--- src/hdl/mrz_pkg.sv ---
// types, constants and helper functions for the z-axis row rotator
package mrz_pkg;

   // pipeline depth of the unrolled cordic
   localparam int CORDIC_STAGES = 16;

   // field widths
   localparam int ANGLE_W = 18;
   localparam int ELEM_W  = 32;

   // angle units: 1/256 degree
   localparam int DEG_STEPS          = 256;
   localparam int DEG_SHIFT          = $clog2(DEG_STEPS);
   localparam int HALF_DEGREES       = 180;
   localparam int HALF_TURN          = HALF_DEGREES * DEG_STEPS;
   localparam int FULL_TURN          = 2 * HALF_TURN;
   localparam int QUARTER_TURN       = HALF_TURN / 2;
   localparam int THREE_QUARTER_TURN = 3 * QUARTER_TURN;
   localparam int EIGHTH_TURN        = QUARTER_TURN / 2;
   localparam int EIGHTH_DIV         = EIGHTH_TURN / DEG_STEPS;

   // angle reduction widths
   localparam int WRAP_W      = ANGLE_W + 1;
   localparam int MAG_W       = 15;
   localparam int QUO_W       = 10;
   localparam int REM_W       = $clog2(EIGHTH_DIV);
   localparam int PRE_W       = REM_W + 1;
   localparam int RECIP_SHIFT = 16;
   localparam int RP_W        = MAG_W + 11;
   localparam int TAB_W       = 30;
   localparam int AK_W        = QUO_W + TAB_W;
   localparam int SUM_A_W     = AK_W + 1;
   localparam int THETA_MAG_W = 32;

   // trig and product widths (Q30)
   localparam int TRIG_BITS = 30;
   localparam int TRIG_W    = 33;
   localparam int PROD_W    = ELEM_W + TRIG_W;
   localparam int SUM_W     = PROD_W + 1;
   localparam int SH_W      = SUM_W - TRIG_BITS;

   // latencies in register stages
   localparam int ANGLE_LAT = 5;
   localparam int TRIG_LAT  = ANGLE_LAT + CORDIC_STAGES + 1;
   localparam int LANE_LAT  = 2;
   localparam int PIPE_LAT  = TRIG_LAT + LANE_LAT;

   // signed turn bounds for the wrap logic
   localparam logic signed [WRAP_W-1:0] FULL_S     = WRAP_W'(FULL_TURN);
   localparam logic signed [WRAP_W-1:0] HALF_S     = WRAP_W'(HALF_TURN);
   localparam logic signed [WRAP_W-1:0] QUARTER_S  = WRAP_W'(QUARTER_TURN);
   localparam logic signed [WRAP_W-1:0] THREEQ_S   = WRAP_W'(THREE_QUARTER_TURN);

   // divide by the eighth-turn factor: reciprocal plus one correction
   localparam logic [RP_W-1:0]  RECIP = RP_W'((1 << RECIP_SHIFT) / EIGHTH_DIV);
   localparam logic [MAG_W-1:0] DIV_M = MAG_W'(EIGHTH_DIV);
   localparam logic [PRE_W-1:0] DIV_P = PRE_W'(EIGHTH_DIV);

   // pi/4 in Q30 and inverse cordic gain in Q30
   localparam logic [TAB_W-1:0]         PI_QUARTER = 30'h3243F6A8;
   localparam logic signed [TRIG_W-1:0] GAIN_INV   = TRIG_W'(32'h26DD3B6A);

   // rounding constant for the Q30 product sum
   localparam logic [SUM_W-1:0] ROUND = SUM_W'(1) << (TRIG_BITS - 1);

   typedef struct packed {
      logic signed [ANGLE_W-1:0] angle;
      logic signed [ELEM_W-1:0]  row0_first;
      logic signed [ELEM_W-1:0]  row0_second;
      logic signed [ELEM_W-1:0]  row1_first;
      logic signed [ELEM_W-1:0]  row1_second;
   } req_type;

   typedef struct packed {
      logic signed [ELEM_W-1:0] new_row0_first;
      logic signed [ELEM_W-1:0] new_row0_second;
      logic signed [ELEM_W-1:0] new_row1_first;
      logic signed [ELEM_W-1:0] new_row1_second;
   } rsp_type;

   typedef struct packed {
      logic signed [ELEM_W-1:0] row0_first;
      logic signed [ELEM_W-1:0] row0_second;
      logic signed [ELEM_W-1:0] row1_first;
      logic signed [ELEM_W-1:0] row1_second;
   } rows_type;

   // reduced angle handed to the cordic
   typedef struct packed {
      logic signed [TRIG_W-1:0] theta;
      logic                     flip;
   } angle_type;

   // sine and cosine handed to the row lanes
   typedef struct packed {
      logic signed [TRIG_W-1:0] cosine;
      logic signed [TRIG_W-1:0] sine;
      logic signed [TRIG_W-1:0] neg_sine;
   } trig_type;

   // atan(2^-i) in Q30, truncated
   function automatic logic [31:0] atan_q30(input int idx);
      logic [31:0] val;
      unique case (idx)
         0:       val = 32'h3243F6A8;
         1:       val = 32'h1DAC6705;
         2:       val = 32'h0FADBAFC;
         3:       val = 32'h07F56EA6;
         4:       val = 32'h03FEAB76;
         5:       val = 32'h01FFD55B;
         6:       val = 32'h00FFFAAA;
         7:       val = 32'h007FFF55;
         8:       val = 32'h003FFFEA;
         9:       val = 32'h001FFFFD;
         10:      val = 32'h000FFFFF;
         11:      val = 32'h0007FFFF;
         12:      val = 32'h0003FFFF;
         13:      val = 32'h0001FFFF;
         14:      val = 32'h0000FFFF;
         15:      val = 32'h00007FFF;
         16:      val = 32'h00003FFF;
         17:      val = 32'h00001FFF;
         18:      val = 32'h00000FFF;
         19:      val = 32'h000007FF;
         20:      val = 32'h000003FF;
         21:      val = 32'h000001FF;
         22:      val = 32'h000000FF;
         23:      val = 32'h0000007F;
         24:      val = 32'h0000003F;
         25:      val = 32'h0000001F;
         26:      val = 32'h0000000F;
         27:      val = 32'h00000008;
         28:      val = 32'h00000004;
         29:      val = 32'h00000002;
         30:      val = 32'h00000001;
         default: val = 32'h00000000;
      endcase
      return val;
   endfunction

   // clamp a scaled sum to the element range
   function automatic logic signed [ELEM_W-1:0] sat_elem(input logic signed [SH_W-1:0] v);
      logic signed [ELEM_W-1:0] res;
      if ((&v[SH_W-1:ELEM_W-1]) || !(|v[SH_W-1:ELEM_W-1])) begin
         res = v[ELEM_W-1:0];
      end else if (v[SH_W-1]) begin
         res = {1'b1, {(ELEM_W-1){1'b0}}};
      end else begin
         res = {1'b0, {(ELEM_W-1){1'b1}}};
      end
      return res;
   endfunction

endpackage

--- src/hdl/mrz_cordic.sv ---
// unrolled cordic rotation, one register stage per iteration
module mrz_cordic (
   input  logic               clock,
   input  logic               en,
   input  mrz_pkg::angle_type angle_in,
   output mrz_pkg::trig_type  trig
);
   import mrz_pkg::*;

   logic signed [TRIG_W-1:0] x_ff    [CORDIC_STAGES];
   logic signed [TRIG_W-1:0] y_ff    [CORDIC_STAGES];
   logic signed [TRIG_W-1:0] z_ff    [CORDIC_STAGES];
   logic                     flip_ff [CORDIC_STAGES];

   trig_type                 trig_in;
   trig_type                 trig_ff;

   for (genvar gi = 0; gi < CORDIC_STAGES; gi++) begin : g_stage
      logic signed [TRIG_W-1:0] x_prev;
      logic signed [TRIG_W-1:0] y_prev;
      logic signed [TRIG_W-1:0] z_prev;
      logic                     flip_prev;
      logic signed [TRIG_W-1:0] x_in;
      logic signed [TRIG_W-1:0] y_in;
      logic signed [TRIG_W-1:0] z_in;

      // stage input: start vector or previous stage
      if (gi == 0) begin : g_first
         assign x_prev    = GAIN_INV;
         assign y_prev    = '0;
         assign z_prev    = angle_in.theta;
         assign flip_prev = angle_in.flip;
      end else begin : g_next
         assign x_prev    = x_ff[gi-1];
         assign y_prev    = y_ff[gi-1];
         assign z_prev    = z_ff[gi-1];
         assign flip_prev = flip_ff[gi-1];
      end

      // micro-rotation towards zero residual angle
      always_comb begin
         if (!z_prev[TRIG_W-1]) begin
            x_in = x_prev - (y_prev >>> gi);
            y_in = y_prev + (x_prev >>> gi);
            z_in = z_prev - TRIG_W'(atan_q30(gi));
         end else begin
            x_in = x_prev + (y_prev >>> gi);
            y_in = y_prev - (x_prev >>> gi);
            z_in = z_prev + TRIG_W'(atan_q30(gi));
         end
      end

      always_ff @(posedge clock) begin
         if (en) begin
            x_ff[gi]    <= x_in;
            y_ff[gi]    <= y_in;
            z_ff[gi]    <= z_in;
            flip_ff[gi] <= flip_prev;
         end
      end
   end

   // undo the half-turn fold
   always_comb begin
      if (flip_ff[CORDIC_STAGES-1]) begin
         trig_in.cosine   = -x_ff[CORDIC_STAGES-1];
         trig_in.sine     = -y_ff[CORDIC_STAGES-1];
         trig_in.neg_sine = y_ff[CORDIC_STAGES-1];
      end else begin
         trig_in.cosine   = x_ff[CORDIC_STAGES-1];
         trig_in.sine     = y_ff[CORDIC_STAGES-1];
         trig_in.neg_sine = -y_ff[CORDIC_STAGES-1];
      end
   end

   always_ff @(posedge clock) begin
      if (en) begin
         trig_ff <= trig_in;
      end
   end

   assign trig = trig_ff;

endmodule

--- config.mk ---
export PLATFORM = sky130hd
export DESIGN_NAME = mrz_cordic
export DESIGN_NICKNAME = d
export VERILOG_FILES = /design/src/hdl/mrz_pkg.sv /design/src/hdl/mrz_cordic.sv
export SDC_FILE = /design/constraint.sdc
export NUM_CORES = 2
export LEC_CHECK = 0
export BUFFER_PORTS_ARGS = -buffer_cell sky130_fd_sc_hd__buf_2
export CORE_MARGIN = 2
export CORE_UTILIZATION = 45
export CTS_CLUSTER_SIZE = 40
export DETAILED_ROUTE_END_ITERATION = 8
export PLACE_DENSITY = 0.64
export SETUP_SLACK_MARGIN = 0.3
export SLEW_MARGIN = 20
export SYNTH_ARGS = -nofsm -noshare
export SYNTH_HDL_FRONTEND = slang
export SYNTH_SLANG_ARGS = --single-unit
--- constraint.sdc ---
create_clock -name clock -period 6.2 [get_ports clock]
set_clock_uncertainty 0.15 [all_clocks]
set_input_delay 0.31 -clock clock [delete_from_list [all_inputs] [get_ports clock]]
set_output_delay 0.31 -clock clock [all_outputs]
set_load 0.02 [all_outputs]
# Yosys cells after proc, flatten, opt, wreduce, memory -nomap -nowiden
# Memories as Yosys holds them, arrays and structs flattened.
# Index checks and enable logic that the tools add are counted.
[word_totals]
n_memories = 4
ramBits = 1600
output_inout_bits = 99
regBits = 99
input_bits = 36
[memory_table]
columns = ["memory", "depth", "width", "rd", "rd_clocked_by_memory_dff", "wr", "line", "source"]
rows = [
  ["x_ff", 16, 33, 16, 0, 16, "mrz_cordic.sv:10", "logic signed [TRIG_W-1:0] x_ff [CORDIC_STAGES];"],
  ["y_ff", 16, 33, 16, 0, 16, "mrz_cordic.sv:11", "logic signed [TRIG_W-1:0] y_ff [CORDIC_STAGES];"],
  ["z_ff", 16, 33, 15, 0, 16, "mrz_cordic.sv:12", "logic signed [TRIG_W-1:0] z_ff [CORDIC_STAGES];"],
  ["flip_ff", 16, 1, 16, 0, 16, "mrz_cordic.sv:13", "logic flip_ff [CORDIC_STAGES];"],
]
[op_classes]
n_addsub = 94
n_mux = 50
[op_table]
columns = ["cell", "n"]
rows = [
  ["33-bit 2-to-1 mux", 47],
  ["99-bit 2-to-1 mux", 1],
  ["33-bit by 18-bit adder with 33-bit output", 2],
  ["33-bit by 19-bit adder with 33-bit output", 2],
  ["33-bit by 20-bit adder with 33-bit output", 2],
  ["33-bit by 21-bit adder with 33-bit output", 2],
  ["33-bit by 22-bit adder with 33-bit output", 2],
  ["33-bit by 23-bit adder with 33-bit output", 2],
  ["33-bit by 24-bit adder with 33-bit output", 2],
  ["33-bit by 25-bit adder with 33-bit output", 2],
  ["33-bit by 26-bit adder with 33-bit output", 2],
  ["33-bit by 27-bit adder with 33-bit output", 2],
  ["33-bit by 28-bit adder with 33-bit output", 2],
  ["33-bit by 29-bit adder with 33-bit output", 2],
  ["33-bit by 30-bit adder with 33-bit output", 2],
  ["33-bit by 31-bit adder with 33-bit output", 2],
  ["33-bit by 32-bit adder with 33-bit output", 2],
  ["33-bit negation", 2],
  ["33-bit by 18-bit subtractor with 33-bit output", 2],
  ["33-bit by 19-bit subtractor with 33-bit output", 2],
  ["33-bit by 20-bit subtractor with 33-bit output", 2],
  ["33-bit by 21-bit subtractor with 33-bit output", 2],
  ["33-bit by 22-bit subtractor with 33-bit output", 2],
  ["33-bit by 23-bit subtractor with 33-bit output", 2],
  ["other kinds (42)", 52],
]

# Depth between registers and ports, before layout
# An unclocked memory read counts as a cell.
[depth]
ltp_word = 3
ltp_mapped = 21
ltp_nobuf = 21

# Worst setup path after synthesis
# Ideal clock, no wire load.
[synth_timing]
path_type = "reg-to-reg"
start = "mem z_ff[12][32] (netlist: z_ff[1][164])"
end = "mem y_ff[13][31] (netlist: y_ff[1][196]) (data pin)"
path_slack_ns = 1.436
period_less_slack_ns = 4.764
path_buffers = 3
t_required_ns = 5.789
stages_incl_launch_ff = 16
arrival_ns = 4.353
path_cell_list = "edfxtp_1 -> clkbuf_1 -> clkbuf_1 -> clkbuf_1 -> mux2i_1 -> ha_1 -> nor2b_1 -> o21a_1 -> a311o_1 -> a21o_1 -> a41oi_1 -> o21ai_1 -> o21ba_2 -> o221a_2 -> o311a_1 -> a311o_1"
[synth_rtl]
columns = ["item", "line"]
rows = [
  ["start: declaration", "mrz_cordic.sv:12"],
  ["end: declaration", "mrz_cordic.sv:11"],
]

==> report_table.html <==
<table>
<tr><th>Metric</th><th>Value</th></tr>
<tr><th colspan="2">STA</th></tr>
<tr><td>RSZ-0062 raised after global routing</td><td>false</td></tr>
<tr><td>Post-layout minimum cycle time</td><td>5.45 ns</td></tr>
<tr><td>Highest Clock Rate</td><td>184 MHz</td></tr>
<tr><td>Number of setup violations in the final report</td><td>0</td></tr>
<tr><td>Count of endpoints failing hold in the final timing report</td><td>0</td></tr>
<tr><td>Slew headroom</td><td>24.1%</td></tr>
<tr><td>Final worst-path cycle share</td><td>87.8%</td></tr>
<tr><td>Minimum hold slack</td><td>0.129 ns</td></tr>
<tr><td>Setup TNS after final layout</td><td>0 ns</td></tr>
<tr><td>Number of max-slew violations in the final report</td><td>0</td></tr>
<tr><td>Transition at the pin with the smallest max-transition slack</td><td>1.13 ns</td></tr>
<tr><th colspan="2">Die</th></tr>
<tr><td>Die width</td><td>534 µm</td></tr>
<tr><td>Boundary Pins</td><td>135</td></tr>
<tr><td>Total Die Area</td><td>0.285 mm²</td></tr>
<tr><td>Starting utilization of the core area</td><td>45.2%</td></tr>
<tr><td>Core Footprint</td><td>0.279 mm²</td></tr>
<tr><td># rows</td><td>194</td></tr>
<tr><td>Die height</td><td>534 µm</td></tr>
<tr><th colspan="2">Synthesis</th></tr>
<tr><td>Area share of the largest cell type after synthesis</td><td>36.7%</td></tr>
<tr><td>Number of warnings printed during yosys synthesis</td><td>0</td></tr>
<tr><td>Synthesized area per cell</td><td>9.77 µm²</td></tr>
<tr><td>Cells after synthesis</td><td>12.9k</td></tr>
<tr><td>Syn_nets</td><td>14.4k</td></tr>
<tr><td>Commonest register cell after synthesis</td><td>sky130_fd_sc_hd__edfxtp_1</td></tr>
<tr><td>Part of the Yosys area used for sequential elements</td><td>36.7%</td></tr>
<tr><td>Library cell with the highest instance count after synthesis</td><td>sky130_fd_sc_hd__edfxtp_1</td></tr>
<tr><td>Most area-hungry cell type in the Yosys netlist</td><td>sky130_fd_sc_hd__edfxtp_1</td></tr>
<tr><td>Register bit count reported by yosys</td><td>1543</td></tr>
<tr><td>Summed instance area of the synthesized netlist</td><td>0.126 mm²</td></tr>
<tr><td>Distinct cell type count after synthesis</td><td>95</td></tr>
<tr><td>Async S/R FF share, synth</td><td>0%</td></tr>
<tr><td>Post-synth EDFFs</td><td>1543</td></tr>
<tr><td>Top post-synthesis cells by count</td><td>sky130_fd_sc_hd__edfxtp_1, sky130_fd_sc_hd__ha_1, sky130_fd_sc_hd__a21oi_1</td></tr>
<tr><td>Top area cells in the synthesized netlist</td><td>sky130_fd_sc_hd__edfxtp_1, sky130_fd_sc_hd__ha_1, sky130_fd_sc_hd__xnor2_1, sky130_fd_sc_hd__a21oi_1, sky130_fd_sc_hd__xor2_1</td></tr>
<tr><th colspan="2">Place</th></tr>
<tr><td>DPL Wire Length</td><td>236000 µm</td></tr>
<tr><td>Placed cell count</td><td>16.7k</td></tr>
<tr><td>Port buffer count</td><td>134</td></tr>
<tr><td>Placer Congestion</td><td>0.911</td></tr>
<tr><th colspan="2">Clock network</th></tr>
<tr><td>Max Buffers Root-to-Sink</td><td>4</td></tr>
<tr><td>Clock buffers created by TritonCTS</td><td>183</td></tr>
<tr><td>Buffer type at the clock tree root</td><td>sky130_fd_sc_hd__clkbuf_16</td></tr>
<tr><td>CTS tree</td><td>yes</td></tr>
<tr><td># clock sinks</td><td>1543</td></tr>
<tr><td>Setup Buffers After CTS</td><td>0</td></tr>
<tr><td>Post-CTS clock slew at the launch and capture registers of the worst setup and hold paths</td><td>0.07 ns</td></tr>
<tr><td>H-Tree Level Count</td><td>4</td></tr>
<tr><td>Source-to-sink clock delay at the later pin of the worst-skew pair</td><td>0.85 ns</td></tr>
<tr><th colspan="2">Global route</th></tr>
<tr><td>Total congestion overflow after global routing</td><td>0</td></tr>
<tr><td>Total GRT Usage</td><td>20.5%</td></tr>
<tr><td>Antenna violations before repair</td><td>2</td></tr>
<tr><td>First-pass GRT wire length</td><td>484000 µm</td></tr>
<tr><td>Number of global-route vias before repair</td><td>91.3k</td></tr>
<tr><td>Pin count of the biggest net entering global routing</td><td>202</td></tr>
<tr><th colspan="2">Detailed routing</th></tr>
<tr><td>Final wirelength</td><td>300000 µm</td></tr>
<tr><td>Drt wl/cell</td><td>17.6 µm</td></tr>
<tr><td>1st-iter DRT viols</td><td>6123</td></tr>
<tr><td>First drt pass iteration count</td><td>6</td></tr>
<tr><td>Detailed-route DRC error count</td><td>0</td></tr>
<tr><td>Vias per inst</td><td>5.62</td></tr>
<tr><td>Remaining antenna violation count after routing</td><td>0</td></tr>
<tr><td>Via count</td><td>95.9k</td></tr>
<tr><th colspan="2">Layout</th></tr>
<tr><td>Area growth from synthesis to layout</td><td>9.42%</td></tr>
<tr><td>Multi-input combinational cell area</td><td>0.0772 mm²</td></tr>
<tr><td>FF/Latch Area</td><td>0.0463 mm²</td></tr>
<tr><td>Count of filler cells inserted in the layout</td><td>25.8k</td></tr>
<tr><td>Filler-free cell count of the finished design</td><td>17.1k</td></tr>
<tr><td>Number of nets in the final layout</td><td>14.7k</td></tr>
<tr><td>Layout cells sized above 1</td><td>4.96%</td></tr>
<tr><th colspan="2">Critical path</th></tr>
<tr><td>Startpoint-to-endpoint class of the critical path</td><td>register to register</td></tr>
<tr><td>Standard cell with the maximum stage delay on the critical path</td><td>sky130_fd_sc_hd__nor3b_1</td></tr>
<tr><td>Crit path arrival time</td><td>5.86 ns</td></tr>
<tr><td>Required time of the critical path</td><td>6.61 ns</td></tr>
<tr><td>Start point of the critical path</td><td>y_ff[0][107]</td></tr>
<tr><td>Critical-path cell list</td><td>or4_1, or4_1, nor3b_1, a21oi_1, xor2_1, ha_1, nand4_1, o41ai_1, o21ai_0, o21ai_0, buf_4, a211oi_1, nor3_1, o311ai_0</td></tr>
<tr><td>Worst-path maximum fanout</td><td>5</td></tr>
<tr><td>Sort of element at the start of the critical path</td><td>register</td></tr>
<tr><td>Largest incremental delay on the critical path</td><td>0.71 ns</td></tr>
<tr><td>Endpoint kind of the worst setup timing path</td><td>register</td></tr>
<tr><td>Source of the worst register-to-register timing path</td><td>y_ff[0][107]</td></tr>
<tr><th colspan="2">Outcome</th></tr>
<tr><td>Result of the run</td><td>finished clean</td></tr>
<tr><th colspan="2">Flow run</th></tr>
<tr><td>Max-cap violations</td><td>0</td></tr>
<tr><th colspan="2">Min path</th></tr>
<tr><td>Class of the tightest hold or removal check</td><td>input port to register</td></tr>
<tr><td>Min-Delay Startpoint</td><td>angle_in[4]</td></tr>
</table>
## cell usage in the layout (no fill, tap or decap), types with 202 or more instances in the layout
cell                          n
sky130_fd_sc_hd__o21ai_0    613
sky130_fd_sc_hd__a21o_1     614
sky130_fd_sc_hd__xnor2_1   1276
sky130_fd_sc_hd__nor3_1     352
sky130_fd_sc_hd__inv_1      572
sky130_fd_sc_hd__a21oi_1   1361
sky130_fd_sc_hd__ha_1      1405
sky130_fd_sc_hd__nand3_1    202
sky130_fd_sc_hd__o21a_1     203
sky130_fd_sc_hd__nor2_1    1083
sky130_fd_sc_hd__nand2_1    583
sky130_fd_sc_hd__edfxtp_1  1543
sky130_fd_sc_hd__xor2_1     600
## timing repair
item,4_1_cts,5_1_grt
endpoints found under the hold margin,117,0
resized for setup,0,1
setup endpoints to repair,0,1
hold buffers,55,0
## sequential cells by signal, indices dropped and copies added, names as in the netlist
name,flops
y_ff,496
x_ff,470
z_ff,463
trig,98
flip_ff,16
## per-stage QoR
step                      setup slack [ns]  utilization [%]  area (µm²)
after floorplan                       1.44                -      126000
after global placement               0.871             47.2      132000
after detailed placement             0.823             47.2      132000
after CTS                            0.753             49.5      138000
after global routing                 0.318             49.5      138000
final                                0.753             49.5      138000
## worst paths after layout
check	to	slack, ns	depth (start not counted)
min reg2reg	flip_ff[1][1]	0.22	0
max reg2reg	x_ff[0][163]	0.75	14
max	x_ff[0][163]	0.75	14
min	z_ff[0][3]	0.13	3
## critical path, delay by kind of cell (launching register included)
family | cells | cell delay, ns
adders and majority gates | 1 | 0.37
xor gates and xnor gates | 1 | 0.18
DFF | 1 | 0.49
buffers and inverters | 1 | 0.17
AOI/OAI and AO/OA | 6 | 1.49
and+or+nand+nor | 5 | 2.31
## layout make-up
cell class                      count  share of cell area, %
Inverter                          575                   1.56
Tap cell                         3724                   3.37
Clock inverter                    106                  0.772
Timing Repair Buffer              284                   1.52
Sequential cell                  1543                   33.5
Multi-Input combinational cell  10600                   55.8
Clock buffer                      218                   3.44
Antenna cell                        1                0.00181
## routing by layer
layer | part of all wire (%) | global-route usage [%]
met1 | 45 | 26.9
met2 | 48 | 35.9
met3 | 4.2 | 2.33
met4 | 2.4 | 5.02
met5 | 0 | 0
## kinds of logic after synthesis
family	share of synthesized area, %
AO/OA/AOI/OAI	19.5
AND/OR/NAND/NOR	13.0
XOR/XNOR	13.0
flip-flops	36.7
adder cells (fa/ha/maj)	14.6
buffers and inverters	2.25
multiplexers	0.990
Power is left out: the tool's default activity adds up to more than one toggle a clock period on the data nets, which glitch-free logic cannot reach.
