===== src/hdl/mrz_pkg.sv =====
// types, constants and helper functions for the z-axis row rotator
package mrz_pkg;

   // pipeline depth of the unrolled cordic
   localparam int CORDIC_STAGES = 16;

   // field widths
   localparam int ANGLE_W = 18;
   localparam int ELEM_W  = 32;

   // angle units: 1/256 degree
   localparam int DEG_STEPS          = 256;
   localparam int DEG_SHIFT          = $clog2(DEG_STEPS);
   localparam int HALF_DEGREES       = 180;
   localparam int HALF_TURN          = HALF_DEGREES * DEG_STEPS;
   localparam int FULL_TURN          = 2 * HALF_TURN;
   localparam int QUARTER_TURN       = HALF_TURN / 2;
   localparam int THREE_QUARTER_TURN = 3 * QUARTER_TURN;
   localparam int EIGHTH_TURN        = QUARTER_TURN / 2;
   localparam int EIGHTH_DIV         = EIGHTH_TURN / DEG_STEPS;

   // angle reduction widths
   localparam int WRAP_W      = ANGLE_W + 1;
   localparam int MAG_W       = 15;
   localparam int QUO_W       = 10;
   localparam int REM_W       = $clog2(EIGHTH_DIV);
   localparam int PRE_W       = REM_W + 1;
   localparam int RECIP_SHIFT = 16;
   localparam int RP_W        = MAG_W + 11;
   localparam int TAB_W       = 30;
   localparam int AK_W        = QUO_W + TAB_W;
   localparam int SUM_A_W     = AK_W + 1;
   localparam int THETA_MAG_W = 32;

   // trig and product widths (Q30)
   localparam int TRIG_BITS = 30;
   localparam int TRIG_W    = 33;
   localparam int PROD_W    = ELEM_W + TRIG_W;
   localparam int SUM_W     = PROD_W + 1;
   localparam int SH_W      = SUM_W - TRIG_BITS;

   // latencies in register stages
   localparam int ANGLE_LAT = 5;
   localparam int TRIG_LAT  = ANGLE_LAT + CORDIC_STAGES + 1;
   localparam int LANE_LAT  = 2;
   localparam int PIPE_LAT  = TRIG_LAT + LANE_LAT;

   // signed turn bounds for the wrap logic
   localparam logic signed [WRAP_W-1:0] FULL_S     = WRAP_W'(FULL_TURN);
   localparam logic signed [WRAP_W-1:0] HALF_S     = WRAP_W'(HALF_TURN);
   localparam logic signed [WRAP_W-1:0] QUARTER_S  = WRAP_W'(QUARTER_TURN);
   localparam logic signed [WRAP_W-1:0] THREEQ_S   = WRAP_W'(THREE_QUARTER_TURN);

   // divide by the eighth-turn factor: reciprocal plus one correction
   localparam logic [RP_W-1:0]  RECIP = RP_W'((1 << RECIP_SHIFT) / EIGHTH_DIV);
   localparam logic [MAG_W-1:0] DIV_M = MAG_W'(EIGHTH_DIV);
   localparam logic [PRE_W-1:0] DIV_P = PRE_W'(EIGHTH_DIV);

   // pi/4 in Q30 and inverse cordic gain in Q30
   localparam logic [TAB_W-1:0]         PI_QUARTER = 30'h3243F6A8;
   localparam logic signed [TRIG_W-1:0] GAIN_INV   = TRIG_W'(32'h26DD3B6A);

   // rounding constant for the Q30 product sum
   localparam logic [SUM_W-1:0] ROUND = SUM_W'(1) << (TRIG_BITS - 1);

   typedef struct packed {
      logic signed [ANGLE_W-1:0] angle;
      logic signed [ELEM_W-1:0]  row0_first;
      logic signed [ELEM_W-1:0]  row0_second;
      logic signed [ELEM_W-1:0]  row1_first;
      logic signed [ELEM_W-1:0]  row1_second;
   } req_type;

   typedef struct packed {
      logic signed [ELEM_W-1:0] new_row0_first;
      logic signed [ELEM_W-1:0] new_row0_second;
      logic signed [ELEM_W-1:0] new_row1_first;
      logic signed [ELEM_W-1:0] new_row1_second;
   } rsp_type;

   typedef struct packed {
      logic signed [ELEM_W-1:0] row0_first;
      logic signed [ELEM_W-1:0] row0_second;
      logic signed [ELEM_W-1:0] row1_first;
      logic signed [ELEM_W-1:0] row1_second;
   } rows_type;

   // reduced angle handed to the cordic
   typedef struct packed {
      logic signed [TRIG_W-1:0] theta;
      logic                     flip;
   } angle_type;

   // sine and cosine handed to the row lanes
   typedef struct packed {
      logic signed [TRIG_W-1:0] cosine;
      logic signed [TRIG_W-1:0] sine;
      logic signed [TRIG_W-1:0] neg_sine;
   } trig_type;

   // atan(2^-i) in Q30, truncated
   function automatic logic [31:0] atan_q30(input int idx);
      logic [31:0] val;
      unique case (idx)
         0:       val = 32'h3243F6A8;
         1:       val = 32'h1DAC6705;
         2:       val = 32'h0FADBAFC;
         3:       val = 32'h07F56EA6;
         4:       val = 32'h03FEAB76;
         5:       val = 32'h01FFD55B;
         6:       val = 32'h00FFFAAA;
         7:       val = 32'h007FFF55;
         8:       val = 32'h003FFFEA;
         9:       val = 32'h001FFFFD;
         10:      val = 32'h000FFFFF;
         11:      val = 32'h0007FFFF;
         12:      val = 32'h0003FFFF;
         13:      val = 32'h0001FFFF;
         14:      val = 32'h0000FFFF;
         15:      val = 32'h00007FFF;
         16:      val = 32'h00003FFF;
         17:      val = 32'h00001FFF;
         18:      val = 32'h00000FFF;
         19:      val = 32'h000007FF;
         20:      val = 32'h000003FF;
         21:      val = 32'h000001FF;
         22:      val = 32'h000000FF;
         23:      val = 32'h0000007F;
         24:      val = 32'h0000003F;
         25:      val = 32'h0000001F;
         26:      val = 32'h0000000F;
         27:      val = 32'h00000008;
         28:      val = 32'h00000004;
         29:      val = 32'h00000002;
         30:      val = 32'h00000001;
         default: val = 32'h00000000;
      endcase
      return val;
   endfunction

   // clamp a scaled sum to the element range
   function automatic logic signed [ELEM_W-1:0] sat_elem(input logic signed [SH_W-1:0] v);
      logic signed [ELEM_W-1:0] res;
      if ((&v[SH_W-1:ELEM_W-1]) || !(|v[SH_W-1:ELEM_W-1])) begin
         res = v[ELEM_W-1:0];
      end else if (v[SH_W-1]) begin
         res = {1'b1, {(ELEM_W-1){1'b0}}};
      end else begin
         res = {1'b0, {(ELEM_W-1){1'b1}}};
      end
      return res;
   endfunction

endpackage


===== src/hdl/mrz_angle.sv =====
// angle wrap, quadrant fold and conversion to Q30 radians
module mrz_angle (
   input  logic                               clock,
   input  logic                               en,
   input  logic signed [mrz_pkg::ANGLE_W-1:0] angle,
   output mrz_pkg::angle_type                 result
);
   import mrz_pkg::*;

   logic signed [WRAP_W-1:0] wrap_a;
   logic signed [WRAP_W-1:0] wrap_t;
   logic signed [WRAP_W-1:0] red_r;
   logic                     red_flip;
   logic                     red_neg;
   logic [MAG_W-1:0]         red_mag;

   logic [MAG_W-1:0]         s1_mag_ff;
   logic                     s1_neg_ff;
   logic                     s1_flip_ff;

   logic [RP_W-1:0]          s2_prod_ff;
   logic [MAG_W-1:0]         s2_mag_ff;
   logic                     s2_neg_ff;
   logic                     s2_flip_ff;

   logic [QUO_W-1:0]         q_est;
   logic [MAG_W-1:0]         q_back;
   logic [MAG_W-1:0]         rem_full;
   logic [PRE_W-1:0]         rem_est;
   logic [QUO_W-1:0]         quo_in;
   logic [REM_W-1:0]         rem_in;

   logic [QUO_W-1:0]         s3_quo_ff;
   logic [REM_W-1:0]         s3_rem_ff;
   logic                     s3_neg_ff;
   logic                     s3_flip_ff;

   logic [TAB_W-1:0]         tab [EIGHTH_DIV];

   logic [AK_W-1:0]          s4_ak_ff;
   logic [TAB_W-1:0]         s4_tab_ff;
   logic                     s4_neg_ff;
   logic                     s4_flip_ff;

   logic [SUM_A_W-1:0]       sum_a;
   logic [TRIG_W-1:0]        theta_ext;
   angle_type                result_in;
   angle_type                result_ff;

   // wrap into one turn, then fold to within a quarter turn
   always_comb begin
      wrap_a = WRAP_W'(angle);
      if (wrap_a >= FULL_S) begin
         wrap_t = wrap_a - FULL_S;
      end else if (wrap_a < 0) begin
         wrap_t = wrap_a + FULL_S;
         if (wrap_t < 0) begin
            wrap_t = wrap_t + FULL_S;
         end
      end else begin
         wrap_t = wrap_a;
      end
      red_flip = 1'b0;
      if (wrap_t > THREEQ_S) begin
         red_r = wrap_t - FULL_S;
      end else if (wrap_t > QUARTER_S) begin
         red_r    = wrap_t - HALF_S;
         red_flip = 1'b1;
      end else begin
         red_r = wrap_t;
      end
      red_neg = red_r[WRAP_W-1];
      red_mag = red_neg ? MAG_W'(-red_r) : MAG_W'(red_r);
   end

   always_ff @(posedge clock) begin
      if (en) begin
         s1_mag_ff  <= red_mag;
         s1_neg_ff  <= red_neg;
         s1_flip_ff <= red_flip;
      end
   end

   // reciprocal estimate of magnitude over the eighth-turn factor
   always_ff @(posedge clock) begin
      if (en) begin
         s2_prod_ff <= RP_W'(s1_mag_ff) * RECIP;
         s2_mag_ff  <= s1_mag_ff;
         s2_neg_ff  <= s1_neg_ff;
         s2_flip_ff <= s1_flip_ff;
      end
   end

   // one correction step gives exact quotient and remainder
   always_comb begin
      q_est    = s2_prod_ff[RECIP_SHIFT +: QUO_W];
      q_back   = MAG_W'(MAG_W'(q_est) * DIV_M);
      rem_full = s2_mag_ff - q_back;
      rem_est  = rem_full[PRE_W-1:0];
      if (rem_est >= DIV_P) begin
         quo_in = q_est + QUO_W'(1);
         rem_in = REM_W'(rem_est - DIV_P);
      end else begin
         quo_in = q_est;
         rem_in = rem_est[REM_W-1:0];
      end
   end

   always_ff @(posedge clock) begin
      if (en) begin
         s3_quo_ff  <= quo_in;
         s3_rem_ff  <= rem_in;
         s3_neg_ff  <= s2_neg_ff;
         s3_flip_ff <= s2_flip_ff;
      end
   end

   // remainder table: rounded pi/4 share of each remainder, pre-divided
   for (genvar gi = 0; gi < EIGHTH_DIV; gi++) begin : g_tab
      assign tab[gi] = TAB_W'((64'(gi) * 64'(PI_QUARTER) + 64'(EIGHTH_TURN / 2))
                              / 64'(EIGHTH_DIV));
   end

   always_ff @(posedge clock) begin
      if (en) begin
         s4_ak_ff   <= AK_W'(s3_quo_ff) * AK_W'(PI_QUARTER);
         s4_tab_ff  <= tab[s3_rem_ff];
         s4_neg_ff  <= s3_neg_ff;
         s4_flip_ff <= s3_flip_ff;
      end
   end

   // combine and drop the degree-step scaling, restore sign
   always_comb begin
      sum_a            = SUM_A_W'(s4_ak_ff) + SUM_A_W'(s4_tab_ff);
      theta_ext        = {1'b0, sum_a[DEG_SHIFT +: THETA_MAG_W]};
      result_in.theta  = s4_neg_ff ? -theta_ext : theta_ext;
      result_in.flip   = s4_flip_ff;
   end

   always_ff @(posedge clock) begin
      if (en) begin
         result_ff <= result_in;
      end
   end

   assign result = result_ff;

endmodule


===== config.mk =====
export PLATFORM = sky130hd
export DESIGN_NAME = mrz_angle
export DESIGN_NICKNAME = d
export VERILOG_FILES = /design/src/hdl/mrz_pkg.sv /design/src/hdl/mrz_angle.sv
export SDC_FILE = /design/constraint.sdc
export NUM_CORES = 1
export LEC_CHECK = 0
export ABC_AREA = 1
export BUFFER_PORTS_ARGS = -buffer_cell sky130_fd_sc_hd__buf_2
export CORE_MARGIN = 2
export CORE_UTILIZATION = 55
export DETAILED_ROUTE_END_ITERATION = 8
export PLACE_DENSITY = 0.69
export RECOVER_POWER = 100
export SYNTH_ARGS = -nofsm -noshare
export SYNTH_HDL_FRONTEND = slang
export SYNTH_SLANG_ARGS = --single-unit

===== constraint.sdc =====
create_clock -name clock -period 11.4 [get_ports clock]
set_input_delay 1.14 -clock clock [delete_from_list [all_inputs] [get_ports clock]]
set_output_delay 1.14 -clock clock [all_outputs]
set_load 0.02 [all_outputs]

# After elaboration in Yosys (flattened, before gate mapping)
# Memories as Yosys holds them, arrays and structs flattened. A register that Yosys moved wholly into a read port is not among the register bits.
# Cells that the tools add are included.
# word_totals
ramBits	0
regBits	139
inputBits	20
wordCells	49
rom_bits	1920
out_inout_bits	34
mem_count	1
latchBits	0
# op_classes
order_cmp	6
shifts	0
n_mux	10
eq_ne	0
mul	3
n_div	0
add_sub_neg	11
reduce_logical	0
n_bitwise	1
# memory_table
memory	depth	width	read_ports	rd_clocked_by_memory_dff	write_ports	line	rtl
(no name shown)	64	30	1	1	0	mrz_angle.sv:127	s4_tab_ff <= tab[s3_rem_ff];
# op_table
operator	count
2-to-1 mux 19 bit	5
adder 40 x 30 -> 40 bit	1
multiplier 10 x 27 -> 37 bit, second input constant	1
negation 32 -> 33 bit	1
2-to-1 mux 32 bit	1
multiplier 15 x 7 -> 22 bit, second input constant	1
adder 18 x 18 -> 19 bit, second input constant	1
adder 19 x 18 -> 19 bit, second input constant	1
> comparator 19 x 16 -> 1 bit, second input constant	1
> comparator 19 x 18 -> 1 bit, second input constant	1
< comparator 19 x 1 -> 1 bit, second input constant	1
subtractor 18 x 18 -> 19 bit, second input constant	1
subtractor 19 x 17 -> 19 bit, second input constant	1
subtractor 19 x 18 -> 19 bit, second input constant	1
greater-or-equal comparator 18 bit, second input constant	1
< comparator 18 x 1 -> 1 bit, second input constant	1
2-to-1 mux 15 bit	1
negation 15 bit	1
adder 10 x 1 -> 10 bit, second input constant	1
multiplier 10 x 6 -> 7 bit, second input constant	1
2-to-1 mux 10 bit	1
greater-or-equal comparator 7 x 6 -> 1 bit, second input constant	1
inverter 6 -> 7 bit	1
subtractor 7 bit	1
other kinds (3)	3

# Depth between registers and ports, before layout
# Gate-level depths: netlist of the first run.
# depth
ltp_word	10
ltp_mapped	30
ltp_nobuf	29

# Worst setup path after synthesis of the first run
# Ideal clock, no wire load.
# synth_timing
path_type	register to register
start	reg s3_quo_ff[1]
end	reg s4_ak_ff[39] (data pin)
arrival_time_ns	4.959
setup_time_ns	0.260
setup_slack_ns	6.181
synth_period_minus_slack_ns	5.219
path_stages_with_launch	23
cell_sequence	edfxtp_1 -> fa_1 -> inv_1 -> fa_1 -> inv_1 -> fa_1 -> fa_1 -> fa_1 -> ha_1 -> nand2_1 -> nor2_1 -> inv_1 -> o21ai_0 -> nand2_1 -> nand3_1 -> a21o_1 -> a21oi_1 -> o21ai_0 -> nand2_1 -> nand2_1 -> nand2_1 -> nand2_1 -> xnor2_1
# synth_via
elab_chain_cells	1
# synth_lines
item	line	rtl
from (decl)	mrz_angle.sv:33	logic [QUO_W-1:0] s3_quo_ff;
from (signal assigned)	mrz_angle.sv:111	s3_quo_ff <= quo_in;
multiplier 10 x 27 -> 37 bit	mrz_angle.sv:126	s4_ak_ff <= AK_W'(s3_quo_ff) * AK_W'(PI_QUARTER);
to (signal assigned)	mrz_angle.sv:126	
to (decl)	mrz_angle.sv:40	logic [AK_W-1:0] s4_ak_ff;
# No other way between the ends.
# A chain may end at the register's enable or synchronous reset.

# Final worst setup path of the first run
# layout_timing
start	in en
end	reg result_ff, in the netlist result[30], enable pin
# layout_rtl
item	line	rtl
from (decl)	mrz_angle.sv:4	input logic en,
to (signal assigned)	mrz_angle.sv:143	result_ff <= result_in;
to (decl)	mrz_angle.sv:48	angle_type result_ff;
# No word-level cell between the ends.

==> results.yml, run 1 <==
floorplanning:
  die_y_microns: 183
  start_util_pct: 55.8
  rows: 65
  die_area_sq_um: 33400
  die_w_microns: 183
  core_sq_um: 31500
  io_pins: 54
sta:
  timing.slew.headroom_pct: -209
  report.final.slew_viol_count: 157
  final_hold_viol_count: 0
  period_needed_ns: 7.00
  max_freq_mhz: 143
  rsz0062_at_grt: "no"
  finalClockSkew_ns: 0.0154
  worst_slew_pin_slew_ns: 4.64
  fin_setup_tns_ns: 0
  finalCritPeriodShare_pct: 61.4
  setup_violations: 0
setup_path:
  crit_top_cell: "clkbuf_1"
  crit_family: "buffers and inverters"
  r2r_end: "s4_ak_ff[39]$_DFFE_PP_"
  reg2reg_depth: 22
  slowest_stage: "clkbuf_1"
  worstPathRequired_ns: 11.34
  r2r-start: "s3_quo_ff[1]$_DFFE_PP_"
  critPathMaxStageDelay_ns: 3.39
  crit_arrival_ns: 6.94
  worst-path-buf-inv: 2
  start_kind: "primary input"
  crit_chain: "clkbuf_1, clkbuf_1"
  crit_type: "in -> reg"
  r2r_slack_ns: 5.69
  critPathCaptureType: "register"
  worstPathMaxFanout: 93
placement:
  place.gp.congestion: 0.913
  hpwl_microns: 34300
  postPlaceCellArea_sq_um: 18200
  portBuffers: 53
clock_tree:
  post_cts_buffers: 0
  ctsHoldBuffers: 0
  cts_sinks: 154
  cts-root-buf: "clkbuf_16"
  ctsResizeCount: 0
  clock_latency_ns: 0.46
  cts_max_level: 4
  cts_tree: "yes"
  cts_buffers: 17
  clkTransAtPathRegs_ns: 0.07
  clock_path_buffers: 2
route:
  first_pass_iters: 7
  dr_total_vias: 14000
  routedWlPerCell_microns: 16.0
  drt_iter0_drc: 834
  wl_met1_microns: 17800
  wl_met3_microns: 1340
  met2_length_microns: 21500
  wirelength_microns: 41800
  via_per_inst: 5.38
  topRoutingLayerUsed: "met4"
  ant_nets: 0
  drc_errors: 0
synthesis:
  synth-seq-cells: 154
  synth_nets: 2503
  async_flop_share_pct: 0
  synthCells: 2139
  mappedNetlistArea_sq_um: 17600
  yosys_warnings: 0
  synth.avg_cell_area_sq_um: 8.21
  synth_ff_type: "edfxtp_1"
  synth.distinct_cells: 58
  ys_seq_area_share_pct: 26.3
  synth_edf_count: 154
final_layout:
  drive_gt1_share_pct: 4.08
  register_area_sq_um: 4620
  layout_common_cells: "402 x nand2_1, 384 x inv_1, 236 x ha_1"
  multi_input_area_sq_um: 11300
  diodes: 0
  final_cell_area_sq_um: 18700
  final_util_pct: 59.6
  final_common_cell: "nand2_1"
  nNetsFinal: 2555
  syn2layout_area_growth_pct: 6.72
  nFillCells: 2868
min_path:
  hold_class: "reg -> reg"
  min-delay-start: "s3_flip_ff$_DFFE_PP_"
  hold_end: "s4_flip_ff$_DFFE_PP_"
  holdPathStages: 0
outcome:
  outcome: "finished, violations left"
  violations: "capacitance limit, slew limit"
global_routing:
  grt_overflow_total: 0
  grt_pass1_wl_microns: 68200
  grt_max_degree: 94
  track_usage_pct: 25.9
  antenna_found_initial: 0
  grt_pass1_vias: 14000
job:
  cap_violations: 2
-- through the flow --
step                      instances  hold WS (ns)  setup WS (ns)
after floorplan                2139         0.400           6.18
after global placement         2574         0.401           5.78
after detailed placement       2574         0.405           5.71
after CTS                      2606         0.422           5.70
after global routing           2606         0.428           3.69
final                          2606         0.423           4.40
-- worst register-to-register path, delay by kind of cell, from the launching register on --
family                     cells  cell delay [ns]
AOI/OAI and AO/OA              4             0.80
xor gates and xnor gates       1             0.06
adders and majority gates      6             3.10
buffers and inverters          3             0.22
DFF                            1             0.55
and+or+nand+nor                8             0.73
-- kinds of logic after synthesis --
| logic type | Yosys count | synth area share (%) |
|---|---|---|
| compound gates | 282 | 9.28 |
| xor+xnor | 125 | 6.32 |
| fa+ha+maj | 344 | 29.1 |
| buf+inv | 420 | 9.18 |
| flops | 154 | 26.3 |
| mux | 1 | 0.0641 |
| simple gates | 813 | 19.7 |
-- registers in the layout, indices dropped and copies added, names as in the netlist, 6 cells and up --
register,cells
s2_mag_ff,7
s1_mag_ff,15
result,34
s4_ak_ff,37
s3_rem_ff,6
s4_tab_ff,27
s2_prod_ff,10
s3_quo_ff,10
-- per-layer routing --
metal  up-vias  track usage [%]
met5         -                0
met2       309             48.3
li1       7085                -
met4         0             9.06
met1      6554             30.8
met3        67             2.89
-- synthesized netlist by cell type (all sizes together), types with 10 or more instances --
cell type	n	area, sq um
nand3	123	633
o21ai	94	474
nor2	210	816
nor3	25	130
a21oi	111	563
fa	108	2160
nand2	420	1650
edfxtp	154	4620
ha	236	2950
a31oi	11	68.8
nand4	19	119
inv	394	1480
xor2	84	736
xnor2	41	374
buf	10	68.8
clkbuf	14	52.6
a21o	12	90.1
-- layout make-up --
cell class / count / share of cell area (%)
multi-input cells: 1565 / 60.1
clock inverters: 14 / 0.981
flip-flops and latches: 154 / 24.7
well taps: 402 / 2.68
clock buffers: 18 / 2.29
repair buffers: 57 / 1.29
inverters: 396 / 7.95
-- worst max-delay path by stage --
stage	start	to	slack, ns	cells after the start
after floorplan	s3_quo_ff[1]$_DFFE_PP_	s4_ak_ff[39]$_DFFE_PP_	6.18	22
after global placement	s3_quo_ff[1]$_DFFE_PP_	s4_ak_ff[39]$_DFFE_PP_	5.78	22
after detailed placement	s3_quo_ff[1]$_DFFE_PP_	s4_ak_ff[39]$_DFFE_PP_	5.71	22
after CTS	s3_quo_ff[1]$_DFFE_PP_	s4_ak_ff[39]$_DFFE_PP_	5.70	22
after global routing	en	result[24]$_DFFE_PP_	3.69	2
final	en	result[30]$_DFFE_PP_	4.40	2
Power of run 1 is not shown: default switching activity piles up to over one toggle a cycle in this logic, so the estimate is an artifact.
==> inputs of run 2 (changes only) <==
Settings changed: PLACE_DENSITY 0.69 to 0.72.
Clock period 11.4 ns to 5.95 ns, I/O delays scaled along.
==> run 2 against run 1 <==
  * The run still ends with capacitance limit, slew limit left
  * Die area unchanged
  * Global-route usage decreased by 1.0 points
  * First-iteration DRC count increased by 37%
  * Highest routed layer unchanged
  * Count of clock-buffer cells in the layout unchanged
==> results.yml, run 2 (synthesis results as in run 1) <==
outcome:
  outcome: "finished, violations left"
  violations: "capacitance limit, slew limit"
route:
  via_per_inst: 5.46
  routedWlPerCell_microns: 15.5
  wirelength_microns: 40500
  drt_iter0_drc: 1146
  drc_errors: 0
  first_pass_iters: 6
  ant_nets: 0
  dr_total_vias: 14200
sta:
  period_needed_ns: 5.58
  worst_slew_pin_slew_ns: 4.59
  rsz0062_at_grt: "no"
  finalCritPeriodShare_pct: 93.8
  setup_violations: 0
  timing.slew.headroom_pct: -206
  finalClockSkew_ns: 0.00770
  max_freq_mhz: 179
  report.final.slew_viol_count: 106
  fin_setup_tns_ns: 0
  final_hold_viol_count: 0
placement:
  hpwl_microns: 33100
  place.gp.congestion: 0.980
  dp_cells: 2576
  postPlaceCellArea_sq_um: 18300
  portBuffers: 53
floorplanning:
  die_area_sq_um: 33400
  rows: 65
  die_w_microns: 183
  die_y_microns: 183
  start_util_pct: 55.8
  core_sq_um: 31500
  io_pins: 54
final_layout:
  regMostFlops: "s4_ak_ff"
  syn2layout_area_growth_pct: 6.80
  drive_gt1_share_pct: 4.13
  layout_common_cells: "403 x nand2_1, 384 x inv_1, 236 x ha_1"
  nFillCells: 2832
  final_common_cell: "nand2_1"
  register_area_sq_um: 4620
  diodes: 0
  multi_input_area_sq_um: 11300
  largest_reg_flops: 37
  instances_no_fill: 2607
  final_cell_area_sq_um: 18800
  nNetsFinal: 2557
setup_path:
  slowest_stage: "fa_1"
  worst-path-buf-inv: 6
  crit_arrival_ns: 5.77
  worstPathMaxFanout: 6
  worstPathRequired_ns: 6.14
  critPathMaxStageDelay_ns: 0.53
  start_kind: "register"
  critPathCaptureType: "register"
  r2r_slack_ns: 0.37
  crit_family: "adder cells"
  crit_type: "reg -> reg"
clock_tree:
  cts_max_level: 4
  post_cts_buffers: 0
  cts_buffers: 17
  ctsHoldBuffers: 0
  clock_path_buffers: 2
  cts-root-buf: "clkbuf_16"
  cts_sinks: 154
  clock_latency_ns: 0.44
  cts_tree: "yes"
  clkTransAtPathRegs_ns: 0.06
  ctsResizeCount: 0
global_routing:
  grt_pass1_wl_microns: 66200
  grt_overflow_total: 0
  track_usage_pct: 24.9
  antenna_found_initial: 0
  grt_pass1_vias: 13900
  grt_max_degree: 106
min_path:
  hold_class: "in -> reg"
job:
  cap_violations: 1
==> run 2: cell types whose count changed in the layout (fill, tap and decap cells not counted), moves of 2 or more <==
cell	change
inv_6	-3
clkinv_2	+3
buf_4	+2
inv_8	-2
clkbuf_1	-3
==> run 2: path summary, 6_finish.rpt <==
path / to / cells past startpoint / startpoint
worst max-delay path: s4_ak_ff[39]$_DFFE_PP_ / 25 / s3_quo_ff[1]$_DFFE_PP_
worst min-delay path: s1_mag_ff[0]$_DFFE_PP_ / 1 / angle[0]
worst max register to register: s4_ak_ff[39]$_DFFE_PP_ / 25 / s3_quo_ff[1]$_DFFE_PP_
worst min register to register: result[0]$_DFFE_PP_ / 0 / s4_flip_ff$_DFFE_PP_
==> run 2: worst reg2reg max path: cells and delay by family, from the launching register on <==
kind	cells	cell delay, ns
buffers and inverters	6	0.52
xor gates and xnor gates	1	0.12
adders and majority gates	6	2.71
DFF	1	0.41
AOI/OAI and AO/OA	5	0.92
and+or+nand+nor	7	0.64
==> run 2: final cells by class <==
type	count	area share (%)
multi-input combinational	1565	60.1
sequential	154	24.7
tap	402	2.68
clock inverter	13	0.941
clock buffer	18	2.29
inverter	396	7.94
timing repair buffer	59	1.41
==> run 2: routing by layer <==
metal	wire [microns]	global-route usage [%]	up-vias	share of wire, %
li1	-	-	7074	-
met1	16600	29.1	6684	41
met2	20700	45.4	401	51
met3	1720	3.77	83	4.2
met4	1460	10.2	0	3.6
met5	0	0	-	0
==> run 2: metrics by stage <==
step                hold WS [ns]  worst slack (ns)  utilization [%]
floorplan                  0.400             0.731                -
global placement           0.401             0.431             58.0
detailed placement         0.408             0.356             58.0
CTS                        0.339             0.348             59.9
global route               0.395            0.0467             59.6
finish                     0.397             0.369             59.6
Power of run 2 is left out for the same reason.
